File: config.mk
export PLATFORM = sky130hd
export DESIGN_NAME = touch_key_event_mapper
export DESIGN_NICKNAME = d
export VERILOG_FILES = /design/src/hdl/tkem_pkg.sv /design/src/hdl/touch_key_event_mapper.sv /design/src/hdl/tkem_match.sv /design/src/hdl/tkem_event_buf.sv /design/src/hdl/tkem_seq.sv
export VERILOG_INCLUDE_DIRS = /design/src /design/src/hdl
export SDC_FILE = /design/constraint.sdc
export NUM_CORES = 1
export LEC_CHECK = 0
export ABC_AREA = 1
export BUFFER_PORTS_ARGS = -buffer_cell sky130_fd_sc_hd__buf_2
export CAP_MARGIN = 20
export CORE_ASPECT_RATIO = 1.5
export CORE_MARGIN = 3
export CORE_UTILIZATION = 49
export CTS_CLUSTER_SIZE = 16
export DETAILED_ROUTE_END_ITERATION = 10
export GPL_ROUTABILITY_DRIVEN = 0
export PLACE_DENSITY_LB_ADDON = 0.3
export SLEW_MARGIN = 15
export SYNTH_ARGS = -nofsm -noshare
export SYNTH_HDL_FRONTEND = slang
export SYNTH_SLANG_ARGS = --single-unit
File: constraint.sdc
create_clock -name clock -period 5.7 [get_ports clock]
set_clock_uncertainty 0.1 [all_clocks]
set_input_delay 0 -clock clock [delete_from_list [all_inputs] [get_ports clock]]
set_output_delay 0 -clock clock [all_outputs]
set_load 0.005 [all_outputs]
File: src/hdl/assert_macros.svh
// Assertion macros used by the touch-key event mapper RTL.
// No dependencies; the bodies are empty when SYNTH is defined.
`ifndef ASSERT_MACROS_SVH
`define ASSERT_MACROS_SVH
`ifndef SYNTH
`define TKEM_ASSERT_IMPL(lbl, clk, rst, ante, cons, msg) \
   lbl: assert property (@(posedge clk) disable iff (rst) (ante) |-> (cons)) else $error(msg);
`define TKEM_ASSERT_NEXT(lbl, clk, rst, ante, cons, msg) \
   lbl: assert property (@(posedge clk) disable iff (rst) (ante) |=> (cons)) else $error(msg);
`else
`define TKEM_ASSERT_IMPL(lbl, clk, rst, ante, cons, msg)
`define TKEM_ASSERT_NEXT(lbl, clk, rst, ante, cons, msg)
`endif
`endif

File: src/hdl/tkem_pkg.sv
// Types, widths and register codes of the touch-key event mapper.
// No dependencies; the RTL modules and the testbench use it by scoped names.
package tkem_pkg;

   localparam int MAP_ENTRIES_DEF = 4;
   localparam int KEY_BITS_DEF    = 10;
   localparam int REG_ENTRIES     = 4;
   localparam int MASK_W          = 10;
   localparam int CODE_W          = 10;
   localparam int SAMPLE_W        = 16;
   localparam int ENTRY_W         = 20;
   localparam int PAIR_W          = 40;
   localparam int COUNT_W         = 3;
   localparam int CSR_IDX_W       = 2;
   localparam int CSR_DATA_W      = PAIR_W;

   typedef enum logic [CSR_IDX_W-1:0] {
      CSR_ENABLE     = 2'd0,
      CSR_MAP_COUNT  = 2'd1,
      CSR_MAP_PAIR_0 = 2'd2,
      CSR_MAP_PAIR_1 = 2'd3
   } csr_index_type;

   typedef struct packed {
      logic [SAMPLE_W-1:0] key_bits;
      logic                read_ok;
   } req_type;

   typedef struct packed {
      logic [CODE_W-1:0] key_id;
      logic              pressed;
      logic              last_event;
   } rsp_type;

   // Layout matches one 20-bit half of a map pair register.
   typedef struct packed {
      logic [CODE_W-1:0] code;
      logic [MASK_W-1:0] mask;
   } entry_type;

   typedef struct packed {
      logic [CODE_W-1:0] code;
      logic              pressed;
   } evt_type;

   typedef struct packed {
      logic    push;
      logic    finish;
      evt_type evt;
   } evt_ctl_type;

   typedef struct packed {
      logic push_ready;
      logic finish_ready;
      logic pend_valid;
   } evt_stat_type;

endpackage

File: src/hdl/touch_key_event_mapper.sv
// Touch-key event mapper: polled key bitmaps in, press/release events out.
// Depends on tkem_pkg, tkem_seq, tkem_event_buf and assert_macros.svh.
//
// Usage:
//  - req channel (valid/ready) carries one sample: key_bits and read_ok.
//  - rsp channel (valid/ready) carries one event per beat: key_id, pressed,
//    and last_event on the final event of a sample. A sample may cause none.
//  - csr port writes enable, map_count and the two map pair registers; write
//    only while the block is idle.
//  - A disabled block or a sample with read_ok low is taken whenever the
//    block is idle and leaves no trace.
//  - Otherwise one compare unit walks the map one entry per cycle while the
//    event buffer takes its events: a release pass over the map entries
//    (when masks differ or no key is set), then a press pass over each key
//    bit and map entry, then a final step that flushes the last event, after
//    which req_ready rises again.
//  - An event is held until the next event of its sample is found or the walk
//    ends, since only then is it known to be the last; it then waits in the
//    output register until its beat is taken.
//  - With both event registers full, low rsp_ready holds the walk's next push.
//  - Synchronous reset clears the masks, the registers and all valid state.
`include "assert_macros.svh"
module touch_key_event_mapper #(
   parameter int MAP_ENTRIES = tkem_pkg::MAP_ENTRIES_DEF,
   parameter int KEY_BITS    = tkem_pkg::KEY_BITS_DEF
) (
   input  logic                              clock,
   input  logic                              reset,
   input  logic                              req_valid,
   output logic                              req_ready,
   input  tkem_pkg::req_type                 req,
   output logic                              rsp_valid,
   input  logic                              rsp_ready,
   output tkem_pkg::rsp_type                 rsp,
   input  logic                              csr_write_en,
   input  logic [tkem_pkg::CSR_IDX_W-1:0]    csr_index,
   input  logic [tkem_pkg::CSR_DATA_W-1:0]   csr_data
);

   logic                                             enable_ff;
   logic [tkem_pkg::COUNT_W-1:0]                     map_count_ff;
   logic [tkem_pkg::PAIR_W-1:0]                      pair0_ff;
   logic [tkem_pkg::PAIR_W-1:0]                      pair1_ff;
   tkem_pkg::entry_type [tkem_pkg::REG_ENTRIES-1:0] entries;
   logic                                             seq_idle;
   logic                                             start;
   tkem_pkg::evt_ctl_type                            evt_ctl;
   tkem_pkg::evt_stat_type                           evt_stat;

   always_ff @(posedge clock) begin
      if (reset) begin
         enable_ff    <= 1'b0;
         map_count_ff <= '0;
         pair0_ff     <= '0;
         pair1_ff     <= '0;
      end else if (csr_write_en) begin
         unique case (tkem_pkg::csr_index_type'(csr_index))
            tkem_pkg::CSR_ENABLE:     enable_ff    <= csr_data[0];
            tkem_pkg::CSR_MAP_COUNT:  map_count_ff <= csr_data[tkem_pkg::COUNT_W-1:0];
            tkem_pkg::CSR_MAP_PAIR_0: pair0_ff     <= csr_data[tkem_pkg::PAIR_W-1:0];
            tkem_pkg::CSR_MAP_PAIR_1: pair1_ff     <= csr_data[tkem_pkg::PAIR_W-1:0];
            default: begin
            end
         endcase
      end
   end

   always_comb begin
      entries[0] = tkem_pkg::entry_type'(pair0_ff[tkem_pkg::ENTRY_W-1:0]);
      entries[1] = tkem_pkg::entry_type'(pair0_ff[tkem_pkg::PAIR_W-1:tkem_pkg::ENTRY_W]);
      entries[2] = tkem_pkg::entry_type'(pair1_ff[tkem_pkg::ENTRY_W-1:0]);
      entries[3] = tkem_pkg::entry_type'(pair1_ff[tkem_pkg::PAIR_W-1:tkem_pkg::ENTRY_W]);
   end

   assign req_ready = seq_idle;
   // drop samples from a failed read or while disabled
   assign start     = req_valid && req_ready && enable_ff && req.read_ok;

   tkem_seq #(
      .MAP_ENTRIES(MAP_ENTRIES),
      .KEY_BITS   (KEY_BITS)
   ) u_seq (
      .clock  (clock),
      .reset  (reset),
      .start  (start),
      .sample (req.key_bits),
      .entries(entries),
      .count  (map_count_ff),
      .idle   (seq_idle),
      .ctl    (evt_ctl),
      .stat   (evt_stat)
   );

   tkem_event_buf u_event_buf (
      .clock    (clock),
      .reset    (reset),
      .ctl      (evt_ctl),
      .stat     (evt_stat),
      .rsp_valid(rsp_valid),
      .rsp_ready(rsp_ready),
      .rsp      (rsp)
   );

   `TKEM_ASSERT_IMPL(a_accept_clean, clock, reset, req_valid && req_ready, !evt_stat.pend_valid && !evt_ctl.push, "sample accepted with an event still held")
   `TKEM_ASSERT_NEXT(a_push_holds, clock, reset, evt_ctl.push && !evt_stat.push_ready, evt_ctl.push, "stalled event was dropped by the sequencer")
   `TKEM_ASSERT_NEXT(a_last_marked, clock, reset, evt_ctl.finish && evt_stat.finish_ready && evt_stat.pend_valid, rsp_valid && rsp.last_event, "final event of a sample not marked last")

endmodule

File: src/hdl/tkem_match.sv
// Shared compare unit: selects one map entry and tests its mask against an operand.
// Depends on tkem_pkg.
module tkem_match #(
   parameter int MAP_ENTRIES = tkem_pkg::MAP_ENTRIES_DEF,
   localparam int IDX_W = (MAP_ENTRIES > 1) ? $clog2(MAP_ENTRIES) : 1
) (
   input  tkem_pkg::entry_type [tkem_pkg::REG_ENTRIES-1:0] entries,
   input  logic [tkem_pkg::COUNT_W-1:0]                     count,
   input  logic [IDX_W-1:0]                                 idx,
   input  logic [tkem_pkg::MASK_W-1:0]                      operand,
   output logic                                             hit,
   output logic [tkem_pkg::CODE_W-1:0]                      code
);

   localparam logic [tkem_pkg::COUNT_W-1:0] MAX_CNT = tkem_pkg::COUNT_W'(MAP_ENTRIES);

   tkem_pkg::entry_type               sel;
   logic [tkem_pkg::COUNT_W-1:0]      count_eff;
   logic                              in_use;

   always_comb begin
      sel = '0;
      // entries without a register keep an empty mask
      for (int e = 0; e < tkem_pkg::REG_ENTRIES; e++) begin
         if (tkem_pkg::COUNT_W'(idx) == tkem_pkg::COUNT_W'(e)) begin
            sel = entries[e];
         end
      end
      count_eff = (count > MAX_CNT) ? MAX_CNT : count;
      in_use    = tkem_pkg::COUNT_W'(idx) < count_eff;
      hit       = in_use && (|(sel.mask & operand));
      code      = sel.code;
   end

endmodule

File: src/hdl/tkem_event_buf.sv
// Event buffer: holds the newest event until the next one (or the end of the
// sample) shows whether it is the last, then moves it to the output register.
// Depends on tkem_pkg.
module tkem_event_buf (
   input  logic                   clock,
   input  logic                   reset,
   input  tkem_pkg::evt_ctl_type  ctl,
   output tkem_pkg::evt_stat_type stat,
   output logic                   rsp_valid,
   input  logic                   rsp_ready,
   output tkem_pkg::rsp_type      rsp
);

   logic              pend_valid_ff, pend_valid_in;
   tkem_pkg::evt_type pend_ff, pend_in;
   logic              out_valid_ff, out_valid_in;
   tkem_pkg::rsp_type out_ff, out_in;
   logic              out_free;
   logic              move;
   logic              push_take;
   logic              fin_take;

   always_comb begin
      out_free          = !out_valid_ff || rsp_ready;
      stat.push_ready   = !pend_valid_ff || out_free;
      stat.finish_ready = !pend_valid_ff || out_free;
      stat.pend_valid   = pend_valid_ff;
      push_take         = ctl.push && stat.push_ready;
      fin_take          = ctl.finish && stat.finish_ready;
      move              = pend_valid_ff && out_free && (ctl.push || ctl.finish);

      out_valid_in = move ? 1'b1 : (rsp_ready ? 1'b0 : out_valid_ff);
      out_in       = out_ff;
      if (move) begin
         out_in.key_id     = pend_ff.code;
         out_in.pressed    = pend_ff.pressed;
         out_in.last_event = ctl.finish;
      end

      pend_valid_in = pend_valid_ff;
      pend_in       = pend_ff;
      if (push_take) begin
         pend_valid_in = 1'b1;
         pend_in       = ctl.evt;
      end else if (fin_take) begin
         pend_valid_in = 1'b0;
      end
   end

   always_ff @(posedge clock) begin
      if (reset) begin
         pend_valid_ff <= 1'b0;
         out_valid_ff  <= 1'b0;
      end else begin
         pend_valid_ff <= pend_valid_in;
         out_valid_ff  <= out_valid_in;
      end
   end

   always_ff @(posedge clock) begin
      pend_ff <= pend_in;
      out_ff  <= out_in;
   end

   assign rsp_valid = out_valid_ff;
   assign rsp       = out_ff;

endmodule

File: src/hdl/tkem_seq.sv
// Sequencer: walks the release pass over map entries if needed, then the press
// pass over key bits and map entries, one compare per cycle through tkem_match
// unless the event buffer holds a push. Depends on tkem_pkg and tkem_match.
module tkem_seq #(
   parameter int MAP_ENTRIES = tkem_pkg::MAP_ENTRIES_DEF,
   parameter int KEY_BITS    = tkem_pkg::KEY_BITS_DEF
) (
   input  logic                                             clock,
   input  logic                                             reset,
   input  logic                                             start,
   input  logic [tkem_pkg::SAMPLE_W-1:0]                    sample,
   input  tkem_pkg::entry_type [tkem_pkg::REG_ENTRIES-1:0] entries,
   input  logic [tkem_pkg::COUNT_W-1:0]                     count,
   output logic                                             idle,
   output tkem_pkg::evt_ctl_type                            ctl,
   input  tkem_pkg::evt_stat_type                           stat
);

   localparam int IDX_W = (MAP_ENTRIES > 1) ? $clog2(MAP_ENTRIES) : 1;
   localparam int KB_W  = (KEY_BITS > 1) ? $clog2(KEY_BITS) : 1;
   localparam logic [tkem_pkg::MASK_W-1:0] KEY_MASK =
      tkem_pkg::MASK_W'((1 << KEY_BITS) - 1);

   typedef enum logic [3:0] {
      ST_IDLE = 4'b0001,
      ST_REL  = 4'b0010,
      ST_PRS  = 4'b0100,
      ST_DONE = 4'b1000
   } state_type;

   state_type                     state_ff, state_in;
   logic [IDX_W-1:0]              j_ff, j_in;
   logic [KB_W-1:0]               i_ff, i_in;
   logic [tkem_pkg::MASK_W-1:0]   sample_ff, sample_in;
   logic [tkem_pkg::MASK_W-1:0]   prev_ff, prev_in;
   logic [tkem_pkg::MASK_W-1:0]   active_ff, active_in;
   logic [tkem_pkg::MASK_W-1:0]   sample_m;
   logic [tkem_pkg::MASK_W-1:0]   bit_vec;
   logic [tkem_pkg::MASK_W-1:0]   operand;
   logic                          hit;
   logic [tkem_pkg::CODE_W-1:0]   code;
   logic                          need_push;
   logic                          advance;
   logic                          last_j;
   logic                          last_i;

   tkem_match #(
      .MAP_ENTRIES(MAP_ENTRIES)
   ) u_match (
      .entries(entries),
      .count  (count),
      .idx    (j_ff),
      .operand(operand),
      .hit    (hit),
      .code   (code)
   );

   always_comb begin
      sample_m = sample[tkem_pkg::MASK_W-1:0] & KEY_MASK;
      bit_vec  = tkem_pkg::MASK_W'(1) << i_ff;
      operand  = (state_ff == ST_REL) ? prev_ff : (bit_vec & sample_ff);
      last_j   = j_ff == IDX_W'(MAP_ENTRIES - 1);
      last_i   = i_ff == KB_W'(KEY_BITS - 1);

      need_push = 1'b0;
      if (state_ff == ST_REL) begin
         need_push = hit;
      end else if (state_ff == ST_PRS) begin
         need_push = hit && (prev_ff == '0);
      end
      // hold the step while the event buffer cannot take the beat
      advance = !need_push || stat.push_ready;

      ctl.push        = need_push;
      ctl.finish      = state_ff == ST_DONE;
      ctl.evt.code    = code;
      ctl.evt.pressed = state_ff == ST_PRS;
      idle            = state_ff == ST_IDLE;

      state_in  = state_ff;
      j_in      = j_ff;
      i_in      = i_ff;
      sample_in = sample_ff;
      prev_in   = prev_ff;
      active_in = active_ff;

      unique case (state_ff)
         ST_IDLE: begin
            if (start) begin
               sample_in = sample_m;
               j_in      = '0;
               i_in      = '0;
               if ((prev_ff != active_ff) || (sample_m == '0)) begin
                  state_in = ST_REL;
               end else begin
                  prev_in  = active_ff;
                  state_in = ST_PRS;
               end
            end
         end
         ST_REL: begin
            if (advance) begin
               if (hit) begin
                  active_in = '0;
               end
               if (last_j) begin
                  j_in     = '0;
                  prev_in  = hit ? '0 : active_ff;
                  state_in = ST_PRS;
               end else begin
                  j_in = j_ff + IDX_W'(1);
               end
            end
         end
         ST_PRS: begin
            if (advance) begin
               if (hit) begin
                  active_in = active_ff | bit_vec;
               end
               if (last_j) begin
                  j_in = '0;
                  i_in = i_ff + KB_W'(1);
                  if (last_i) begin
                     state_in = ST_DONE;
                  end
               end else begin
                  j_in = j_ff + IDX_W'(1);
               end
            end
         end
         ST_DONE: begin
            if (stat.finish_ready) begin
               state_in = ST_IDLE;
            end
         end
         default: begin
            state_in = ST_IDLE;
         end
      endcase
   end

   always_ff @(posedge clock) begin
      if (reset) begin
         state_ff  <= ST_IDLE;
         prev_ff   <= '0;
         active_ff <= '0;
      end else begin
         state_ff  <= state_in;
         prev_ff   <= prev_in;
         active_ff <= active_in;
      end
   end

   always_ff @(posedge clock) begin
      j_ff      <= j_in;
      i_ff      <= i_in;
      sample_ff <= sample_in;
   end

endmodule

### Word level (Yosys, flattened, before mapping)

Index checks and enable logic that the tools add are counted.

* register bits: 149
* output and inout port bits: 14
* logic and storage cells: 125

* add/sub/neg operators: 2
* $lt $le $gt $ge: 2
* eq/ne operators: 22
* shift-type cells: 1
* mux-type cells: 39
* bitwise gates (word level): 3
* reduce and logical (&&, ||, !) cells: 39

Operator list (count)
* $mux 10: 9
* $mux 20: 4
* $mux 4: 10
* $pmux 10 s2: 2
* $and 10x10->10: 2
* $logic_not 10->1: 2
* $pmux 4 s4: 1
* $ne 2x2->1 const B: 6
* $reduce_bool 2->1: 6
* $ne 10x10->1: 1
* $or 10x10->10: 1
* $reduce_and 2->1: 5
* $reduce_or 10->1: 1
* $shl 1x4->10 const A: 1
* $logic_and 1x1->1: 9
* $eq 2x2->1 const B: 4
* $eq 4x4->1 const B: 2
* $ne 2x1->1 const B: 4
* $pmux 4 s2: 1
* $reduce_and 4->1: 2
* $reduce_and 7->1: 1
* $mux 1: 6
* $mux 2: 3
* $mux 3: 2
* 15 further kinds: 23

### Depth between registers and ports, before layout

Gate-level depths: netlist of the first run.

* depth in word-level cells: 15
* gate-level depth with buffers: 19
* gate-level depth less buffers: 18

### Hierarchy

Synthesis of the first run repeated with hierarchy kept, for this count alone.

* cell total of the unflattened synthesis: 1070
* area, all modules: 7348.3 um^2

Modules (own cells, without submodules)
* touch_key_event_mapper: instances 1, cells an instance 539, area each 3492.1 um^2
* tkem_seq: instances 1, cells an instance 331, area each 2338.5 um^2
* tkem_event_buf: instances 1, cells an instance 44, area each 817.0 um^2
* tkem_match: instances 1, cells an instance 156, area each 700.7 um^2

### Worst setup path after synthesis of the first run

OpenSTA, ideal clock, no wires.

* kind: reg-to-reg
* start: register u_seq.j_ff[1]
* end: register u_event_buf.out_ff, in the netlist u_event_buf.rsp[0] (enable)
* setup time: 387 ps
* arrival time: 2313 ps
* data required time: 5213 ps
* slack: 2901 ps
* cell stages (with the launch flop): 17
* buffers on the path: 2
* period minus slack after synthesis: 2799 ps
* cell sequence: edfxtp_1 > inv_1 > ha_1 > buf_2 > inv_2 > buf_4 > nand2_1 > nand3_1 > nand2_1 > nand3_1 > nand2_1 > nor2_1 > nand3_2 > nand2_2 > inv_2 > nand2_1 > a21oi_1

* word-level cells in the longest chain between the ends: 13
* elaborated cells on any way between the ends: 17
* classes of those cells: 1 x order compare; 3 x eq/ne; 6 x mux; 1 x bitwise; 6 x reduce/logical

RTL lines
* start, declared: line tkem_seq.sv:32 `logic [IDX_W-1:0] j_ff, j_in;`
* start signal, assigned: line tkem_seq.sv:155 `j_ff <= j_in;`
* $logic_not 2->1: line tkem_match.sv:25 `if (tkem_pkg::COUNT_W'(idx) == tkem_pkg::COUNT_W'(e)) begin`
* $mux 20 (4 in series): line tkem_match.sv:25
* $and 10x10->10: line tkem_match.sv:31 `hit = in_use && (|(sel.mask & operand));`
* $reduce_or 10->1: line tkem_match.sv:31
* $logic_and 1x1->1 *: line tkem_match.sv:31
* $logic_and 1x1->1: line tkem_seq.sv:69 `need_push = hit && (prev_ff == '0);`
* $mux 1: line tkem_seq.sv:68 `end else if (state_ff == ST_PRS) begin`
* $mux 1 *: line tkem_seq.sv:66 `if (state_ff == ST_REL) begin`
* $logic_or 1x1->1 *: line tkem_event_buf.sv:30 `move = pend_valid_ff && out_free && (ctl.push || ctl.finish);`
* $logic_and 1x1->1 *: line tkem_event_buf.sv:30
* via u_event_buf.move: line tkem_event_buf.sv:19 `logic move;`
* end signal, assigned: line tkem_event_buf.sv:62 `out_ff <= out_in;`
* end, declared: line tkem_event_buf.sv:17 `tkem_pkg::rsp_type out_ff, out_in;`

The timed path passes the listed nets; every way through them passes the cells marked *.
A chain may end at the register's enable or synchronous reset.

### Worst setup path after layout of the first run

* start: register u_seq.j_ff[1]
* end: register u_event_buf.pend_ff[6] (netlist name) (enable)

* word-level cells in the longest chain between the ends: 12
* elaborated cells on any way between the ends: 16
* classes of those cells: 1 x order compare; 3 x eq/ne; 6 x mux; 1 x bitwise; 5 x reduce/logical

RTL lines
* $logic_not 2->1: line tkem_match.sv:25
* $mux 20 (4 in series): line tkem_match.sv:25
* $and 10x10->10: line tkem_match.sv:31
* $reduce_or 10->1: line tkem_match.sv:31
* $logic_and 1x1->1 *: line tkem_match.sv:31
* $logic_and 1x1->1: line tkem_seq.sv:69
* $mux 1: line tkem_seq.sv:68
* $mux 1 *: line tkem_seq.sv:66
* $logic_and 1x1->1 *: line tkem_event_buf.sv:28 `push_take = ctl.push && stat.push_ready;`
* end signal, assigned: line tkem_event_buf.sv:61 `pend_ff <= pend_in;`
* end, declared: line tkem_event_buf.sv:15 `tkem_pkg::evt_type pend_ff, pend_in;`

Mark *: on every way between the ends. The rest lies on a longest branch, timed or not.

==> results of run 1 <==
-- synth_stat cells (4+ instances only) --
cell type | instances | share of area (%)
inv_1 | 95 | 5.2
nor3_1 | 10 | 0.73
nand3_1 | 51 | 3.7
edfxtp_1 | 39 | 17
o211ai_1 | 10 | 1.1
a22oi_1 | 4 | 0.44
nor2_1 | 127 | 7.0
buf_2 | 5 | 0.37
nand2_2 | 5 | 0.46
ha_1 | 11 | 2.0
buf_4 | 5 | 0.55
inv_2 | 6 | 0.33
a21oi_1 | 90 | 6.6
xor2_1 | 6 | 0.77
o21ai_0 | 102 | 7.5
dfxtp_1 | 110 | 32
nand2_1 | 123 | 6.7
buf_6 | 5 | 0.82
clkbuf_1 | 27 | 1.5
nand4_1 | 10 | 0.91
-- worst max-delay path: stages (launching register included) --
cell and delay [ns]:
edfxtp_1 0.43, inv_1 0.11, ha_1 0.62, inv_2 0.37, nand2_1 0.17, nand3_1 0.09
nand2_1 0.10, nand3_1 0.07, nand2_1 0.07, nor2_1 0.06, nand3_2 0.11, nand2_2 0.08
inv_2 0.10, nand2_1 0.11, nor2_1 0.67
-- per-stage QoR --
stage                     hold WS [ns]  util, %  area, sq um
after floorplan               -0.03093        -         6842
after global placement         0.09263    53.04         7212
after detailed placement       0.09499    53.04         7212
after CTS                      0.04100    61.63         8381
after global routing         0.0009494    61.79         8402
final                        -0.002186    61.79         8402
-- repair_timing --
action,4_1_cts,5_1_grt
setup buffers,0,0
setup endpoints to repair,0,0
endpoints found under the hold margin,107,1
hold buffers,57,1
-- routing by layer --
metal  global-route usage (%)  vias up  wire length (um)
li1                         -     3085                 -
met1                    28.44     2686              7222
met2                    37.48      156              8381
met3                    3.987       28               659
met4                    8.076        0               377
met5                        0        -                 0
-- cell type report --
| cell class | instances | area, sq um | share of cell area [%] |
|---|---|---|---|
| clock buffers | 21 | 486.7 | 5.793 |
| clock inverters | 11 | 111.4 | 1.325 |
| inverters | 104 | 390.4 | 4.646 |
| multi-input cells | 575 | 2841 | 33.82 |
| flip-flops and latches | 149 | 3373 | 40.15 |
| well taps | 162 | 202.7 | 2.413 |
| repair buffers | 137 | 996.0 | 11.85 |
-- worst max-delay path by stage --
stage	cells after the start	slack (ns)	start	endpoint
6_report	14	2.07	u_seq.j_ff[1]	u_event_buf.pend_ff[6]
5_1_grt	14	1.76	u_seq.j_ff[1]	u_event_buf.pend_ff[4]
3_5_place_dp	14	1.85	u_seq.j_ff[1]	u_event_buf.rsp[6]
3_3_place_gp	14	1.91	u_seq.j_ff[1]	u_event_buf.rsp[3]
4_1_cts	14	1.81	u_seq.j_ff[1]	u_event_buf.rsp[4]
2_1_floorplan	16	2.90	u_seq.j_ff[1]	u_event_buf.rsp[0]
-- state kept, by name, indices dropped and copies added (netlist names), 4 cells and up --
| name | count |
|---|---|
| u_seq.i_ff | 4 |
| pair1_ff | 40 |
| u_seq.prev_ff | 10 |
| u_seq.sample_ff | 10 |
| u_event_buf.rsp | 12 |
| u_seq.state_ff | 4 |
| u_seq.active_ff | 10 |
| u_event_buf.pend_ff | 11 |
| pair0_ff | 40 |
-- power groups by stage --
stage          clock network (W)  registers, W  logic, W
6_report                 0.00112       0.00119  0.000644
5_1_grt                  0.00119       0.00120  0.000735
4_1_cts                  0.00113       0.00119  0.000644
3_5_place_dp                   0       0.00121  0.000609
3_3_place_gp                   0       0.00121  0.000601
2_1_floorplan                  0       0.00120  0.000504
-- logic make-up (layout without fill, tap and decap cells) --
kind of cell,count (synthesis),in the layout,synth area share [%]
AND/OR/NAND/NOR,345,345,22.09
AO/OA/AOI/OAI,212,212,16.40
buffers and inverters,150,273,9.290
flip-flops,149,149,49.30
adder cells (fa/ha/maj),11,11,2.012
XOR/XNOR,7,7,0.8961
==> impl_metrics.yaml, run 1 <==
run_status:
  status: "finished with violations"
  violations: "hold timing"
global_routing:
  grt_pass1_vias: 5633
  grt_antenna_before_repair: 0
  grt_max_degree: 86
  grt_pass1_wl_um: 27100
  track_usage_pct: 22.31
  grt-ovfl-total: 0
sta:
  final-hold-violation-count: 1
  finalCritPeriodShare_pct: 63.71
  max_slew.worst_pin.slew_ns: 0.8565
  rsz0062_at_grt: "false"
  holdWs_ns: -0.002186
  setup_ws_ns: 2.069
  fin_tns_setup_ns: 0
  setup_viol: 0
  timing.fmax_mhz: 275.4
  slew_violations: 0
  layout_min_cycle_time_ns: 3.631
  relSlewSlack_pct: 42.69
clock_tree:
  clock_latency_ns: 0.42
  tritoncts: "built"
  cts_num_sinks: 149
  ctsResizeCount: 0
  htreeDepth: 4
  clk_pin_slew_ns: 0.06
  cts_made_buffers: 17
  clock_tree.root_cell: "clkbuf_16"
  clock_path_buffers: 2
logic_synthesis:
  synthesis.area_sq_um: 6842
  ys_seq_elements: 149
  synth_seq_area_share_pct: 49.31
  yosysWarnings: 0
  ys_types: 39
  post_synth.cell_area_avg_sq_um: 7.828
  synth_nets: 949
  async_flop_share_pct: 0
  synth_edf_count: 39
  synth-main-ff-cell: "dfxtp_1"
  syn_inst: 874
layout:
  area_growth_syn_to_layout_pct: 22.81
  layout.cells.non_filler: 1159
  layout_common_cells: "nor2_1 (127), nand2_1 (123), dfxtp_1 (110)"
  diodes: 0
  fillers: 1183
  final_nets: 1059
  layout_commonest_cell: "nor2_1"
  drive_gt1_share_pct: 13.84
die:
  rows: 52
  initial_core_util_pct: 50.31
  core-area_sq_um: 13600
  ioPinCount: 78
  die_area_sq_um: 15450
  die_h_um: 150.7
  die_w_um: 102.5
setup_path:
  reg2regPathDepth: 14
  rr_endpoint: "u_event_buf.pend_ff[6]"
  crit_fanout: 24
  crit_type: "register to register"
  r2r_setup_slack_ns: 2.07
  cp-end-kind: "register"
  cp.arrival_ns: 3.58
  required_ns: 5.64
  crit_path_start_kind: "register"
  r2r-start: "u_seq.j_ff[1]"
detailed_routing:
  drc_errors: 0
  wire_per_inst_um: 14.36
  via_per_inst: 5.138
  final_antenna_net_count: 0
  num_vias: 5955
  wl_um: 16640
  drt_first_pass_iters: 5
  drt_iter0_markers: 316
power:
  switching_share_pct: 30.75
  comb_power_share_pct: 21.8
  clockPowerShare_pct: 37.9
  seq_power_share_pct: 40.3
  power_leakage_nw: 3.635
  powerDensity_nw_per_um2: 351.7
  power_w: 0.002955
  peakVddDrop_uv: 196.1
  switchingPower_w: 0.0009087
  p_int_w: 0.002047
hold_path:
  hold_start: "req_valid"
  hold_end: "u_seq.sample_ff[9]"
  hold_depth: 3
  hp-class: "input pin to register"
placement:
  port_buffers: 71
  dp_hpwl_um: 11050
  place_ws_ns: 1.852
  dp_cells: 1068
run:
  cap_violations: 0
No activity file was read; power rests on OpenSTA's default activity.
==> inputs of run 2 (changes only) <==
Clock period 5.7 ns to 3.3 ns, I/O delays scaled along.
==> run 2 against run 1 <==
Compared with the run above:
- the run now ends clean
- maximum frequency rose by 28%
- sequential power rose by 73%
- via count rose by 1.9%
- count of clock-buffer cells in the layout fell by 4
- core utilization rose by 0.50 points
- sequential cell count did not move
- highest routed layer unchanged
==> impl_metrics.yaml, run 2 (synthesized netlist as in run 1, its figures left out) <==
run_status:
  status: "finished, final reports clean"
die:
  initial_core_util_pct: 50.31
  ioPinCount: 78
  core-area_sq_um: 13600
  die_w_um: 102.5
  die_area_sq_um: 15450
  die_h_um: 150.7
  rows: 52
setup_path:
  worstPathCellList: "inv_1, ha_1, inv_1, o21ai_0, o21ai_0, nand3_1, nand2_1, inv_1, nand3_2, nand2_2, inv_2, nand2_1, a21oi_1, buf_4"
  crit_path_start_kind: "register"
  path_delay_family: "buffers and inverters"
  cp_common_cell: "inv_1"
  path_buf_inv: 5
  reg2regPathDepth: 14
  crit_fanout: 13
  cp.arrival_ns: 2.85
  cpMaxStageDelayCell: "edfxtp_1"
  cp-end-kind: "register"
  rr_endpoint: "u_event_buf.rsp[0]"
  crit_type: "register to register"
  r2r_setup_slack_ns: 0.47
  r2r-start: "u_seq.j_ff[0]"
  critPathLaunch: "u_seq.j_ff[0]"
  required_ns: 3.32
  critPathMaxStageDelay_ns: 0.43
  worst-path-stages: 14
layout:
  layout_commonest_cell: "nor2_1"
  multi_input_comb_area_sq_um: 2838
  diodes: 0
  layout_common_cells: "nor2_1 (127), nand2_1 (123), dfxtp_1 (110)"
  area_growth_syn_to_layout_pct: 23.79
  fillers: 1176
  drive_gt1_share_pct: 14.70
  ff_latch_area_sq_um: 3373
  final_nets: 1069
detailed_routing:
  final_antenna_net_count: 0
  drc_errors: 0
  via_per_inst: 5.192
  met2_length_um: 8495
  drt_first_pass_iters: 4
  wl_met3_um: 698
  drt-met1-wl_um: 7367
  routed.top_layer: "met4"
  wl_um: 17170
  num_vias: 6070
  drt_iter0_markers: 393
  wire_per_inst_um: 14.69
hold_path:
  hold_end: "u_seq.j_ff[0]"
  hp-class: "input pin to register"
  hold_depth: 3
  hold_start: "req[0]"
sta:
  timing.fmax_mhz: 353.7
  fin_tns_setup_ns: 0
  relSlewSlack_pct: 60.11
  finalCritPeriodShare_pct: 85.67
  rsz0062_at_grt: "false"
  setup_viol: 0
  max_slew.worst_pin.slew_ns: 0.5977
  layout_min_cycle_time_ns: 2.827
  holdWs_ns: 0.04722
  final-hold-violation-count: 0
  slew_violations: 0
clock_tree:
  cts_made_buffers: 17
  clock_path_buffers: 2
  cts_num_sinks: 149
  cts_setup_buffers: 0
  clk_pin_slew_ns: 0.07
  tritoncts: "built"
  clock_tree.root_cell: "clkbuf_16"
  htreeDepth: 4
  clock_latency_ns: 0.42
power:
  powerDensity_nw_per_um2: 607.8
  p_int_w: 0.003531
  peakVddDrop_uv: 381.7
  switchingPower_w: 0.001617
  switching_share_pct: 31.41
  seq_power_share_pct: 39.9
  clockPowerShare_pct: 38.0
  power_leakage_nw: 3.678
  comb_power_share_pct: 22.0
run:
  cap_violations: 0
placement:
  dp_hpwl_um: 11330
  port_buffers: 71
global_routing:
  track_usage_pct: 23.36
  grt_pass1_wl_um: 28360
  grt_max_degree: 47
  grt-ovfl-total: 0
  grt_antenna_before_repair: 0
  grt_pass1_vias: 5780
## run 2: how the worst max path moves through the flow
stage | end | slack (ns)
final | u_event_buf.rsp[0] | 0.47
after global routing | u_seq.i_ff[3] | 0.22
after CTS | u_event_buf.rsp[4] | 0.49
after detailed placement | u_event_buf.rsp[11] | 0.50
after global placement | u_event_buf.rsp[3] | 0.54
after floorplan | u_event_buf.rsp[0] | 0.50
## run 2: power groups by stage
stage                     Sequential [W]  Combinational, W  Clock [W]
after global placement           0.00209           0.00105          0
after CTS                        0.00205           0.00113    0.00198
after global routing             0.00207           0.00129    0.00207
after detailed placement         0.00209           0.00107          0
after floorplan                  0.00208          0.000870          0
final                            0.00206           0.00114    0.00196
## run 2: timing repair
item / 4_1_cts / 5_1_grt
hold endpoints to repair: 98 / 0
gates resized for setup: 0 / 0
hold buffers: 57 / 0
## run 2: layer usage
| metal | up-vias | track usage, % |
|---|---|---|
| met3 | 41 | 3.894 |
| met5 | - | 0 |
| li1 | 3101 | - |
| met4 | 0 | 11.49 |
| met2 | 166 | 37.29 |
| met1 | 2762 | 30.34 |
## run 2: cell type report
cell class              instances  share of cell area, %
well taps                     162                  2.393
repair buffers                147                  12.62
flip-flops and latches        149                  39.83
clock buffers                  17                  5.023
inverters                     104                  4.609
multi-input cells             575                  33.51
clock inverters                15                  2.024
## run 2: worst register-to-register path, delay by kind of cell (launching register included)
| family | cells | cell delay [ns] |
|---|---|---|
| compound gates | 3 | 0.53 |
| fa+ha+maj | 1 | 0.22 |
| buf+inv | 5 | 0.80 |
| flops | 1 | 0.43 |
| simple gates | 5 | 0.47 |
## run 2: through the flow
step / instance area (sq um) / total power, W / worst slack [ns] / instances / utilization (%)
6_report: 8469 / 0.005148 / 0.4728 / 1169 / 62.28
5_1_grt: 8469 / 0.005428 / 0.2221 / 1169 / 62.28
4_1_cts: 8469 / 0.005162 / 0.4851 / 1169 / 62.28
3_5_place_dp: 7302 / 0.003162 / 0.5023 / 1080 / 53.70
3_3_place_gp: 7302 / 0.003142 / 0.5381 / 1080 / 53.70
2_1_floorplan: 6842 / 0.002945 / 0.5007 / 874 / -
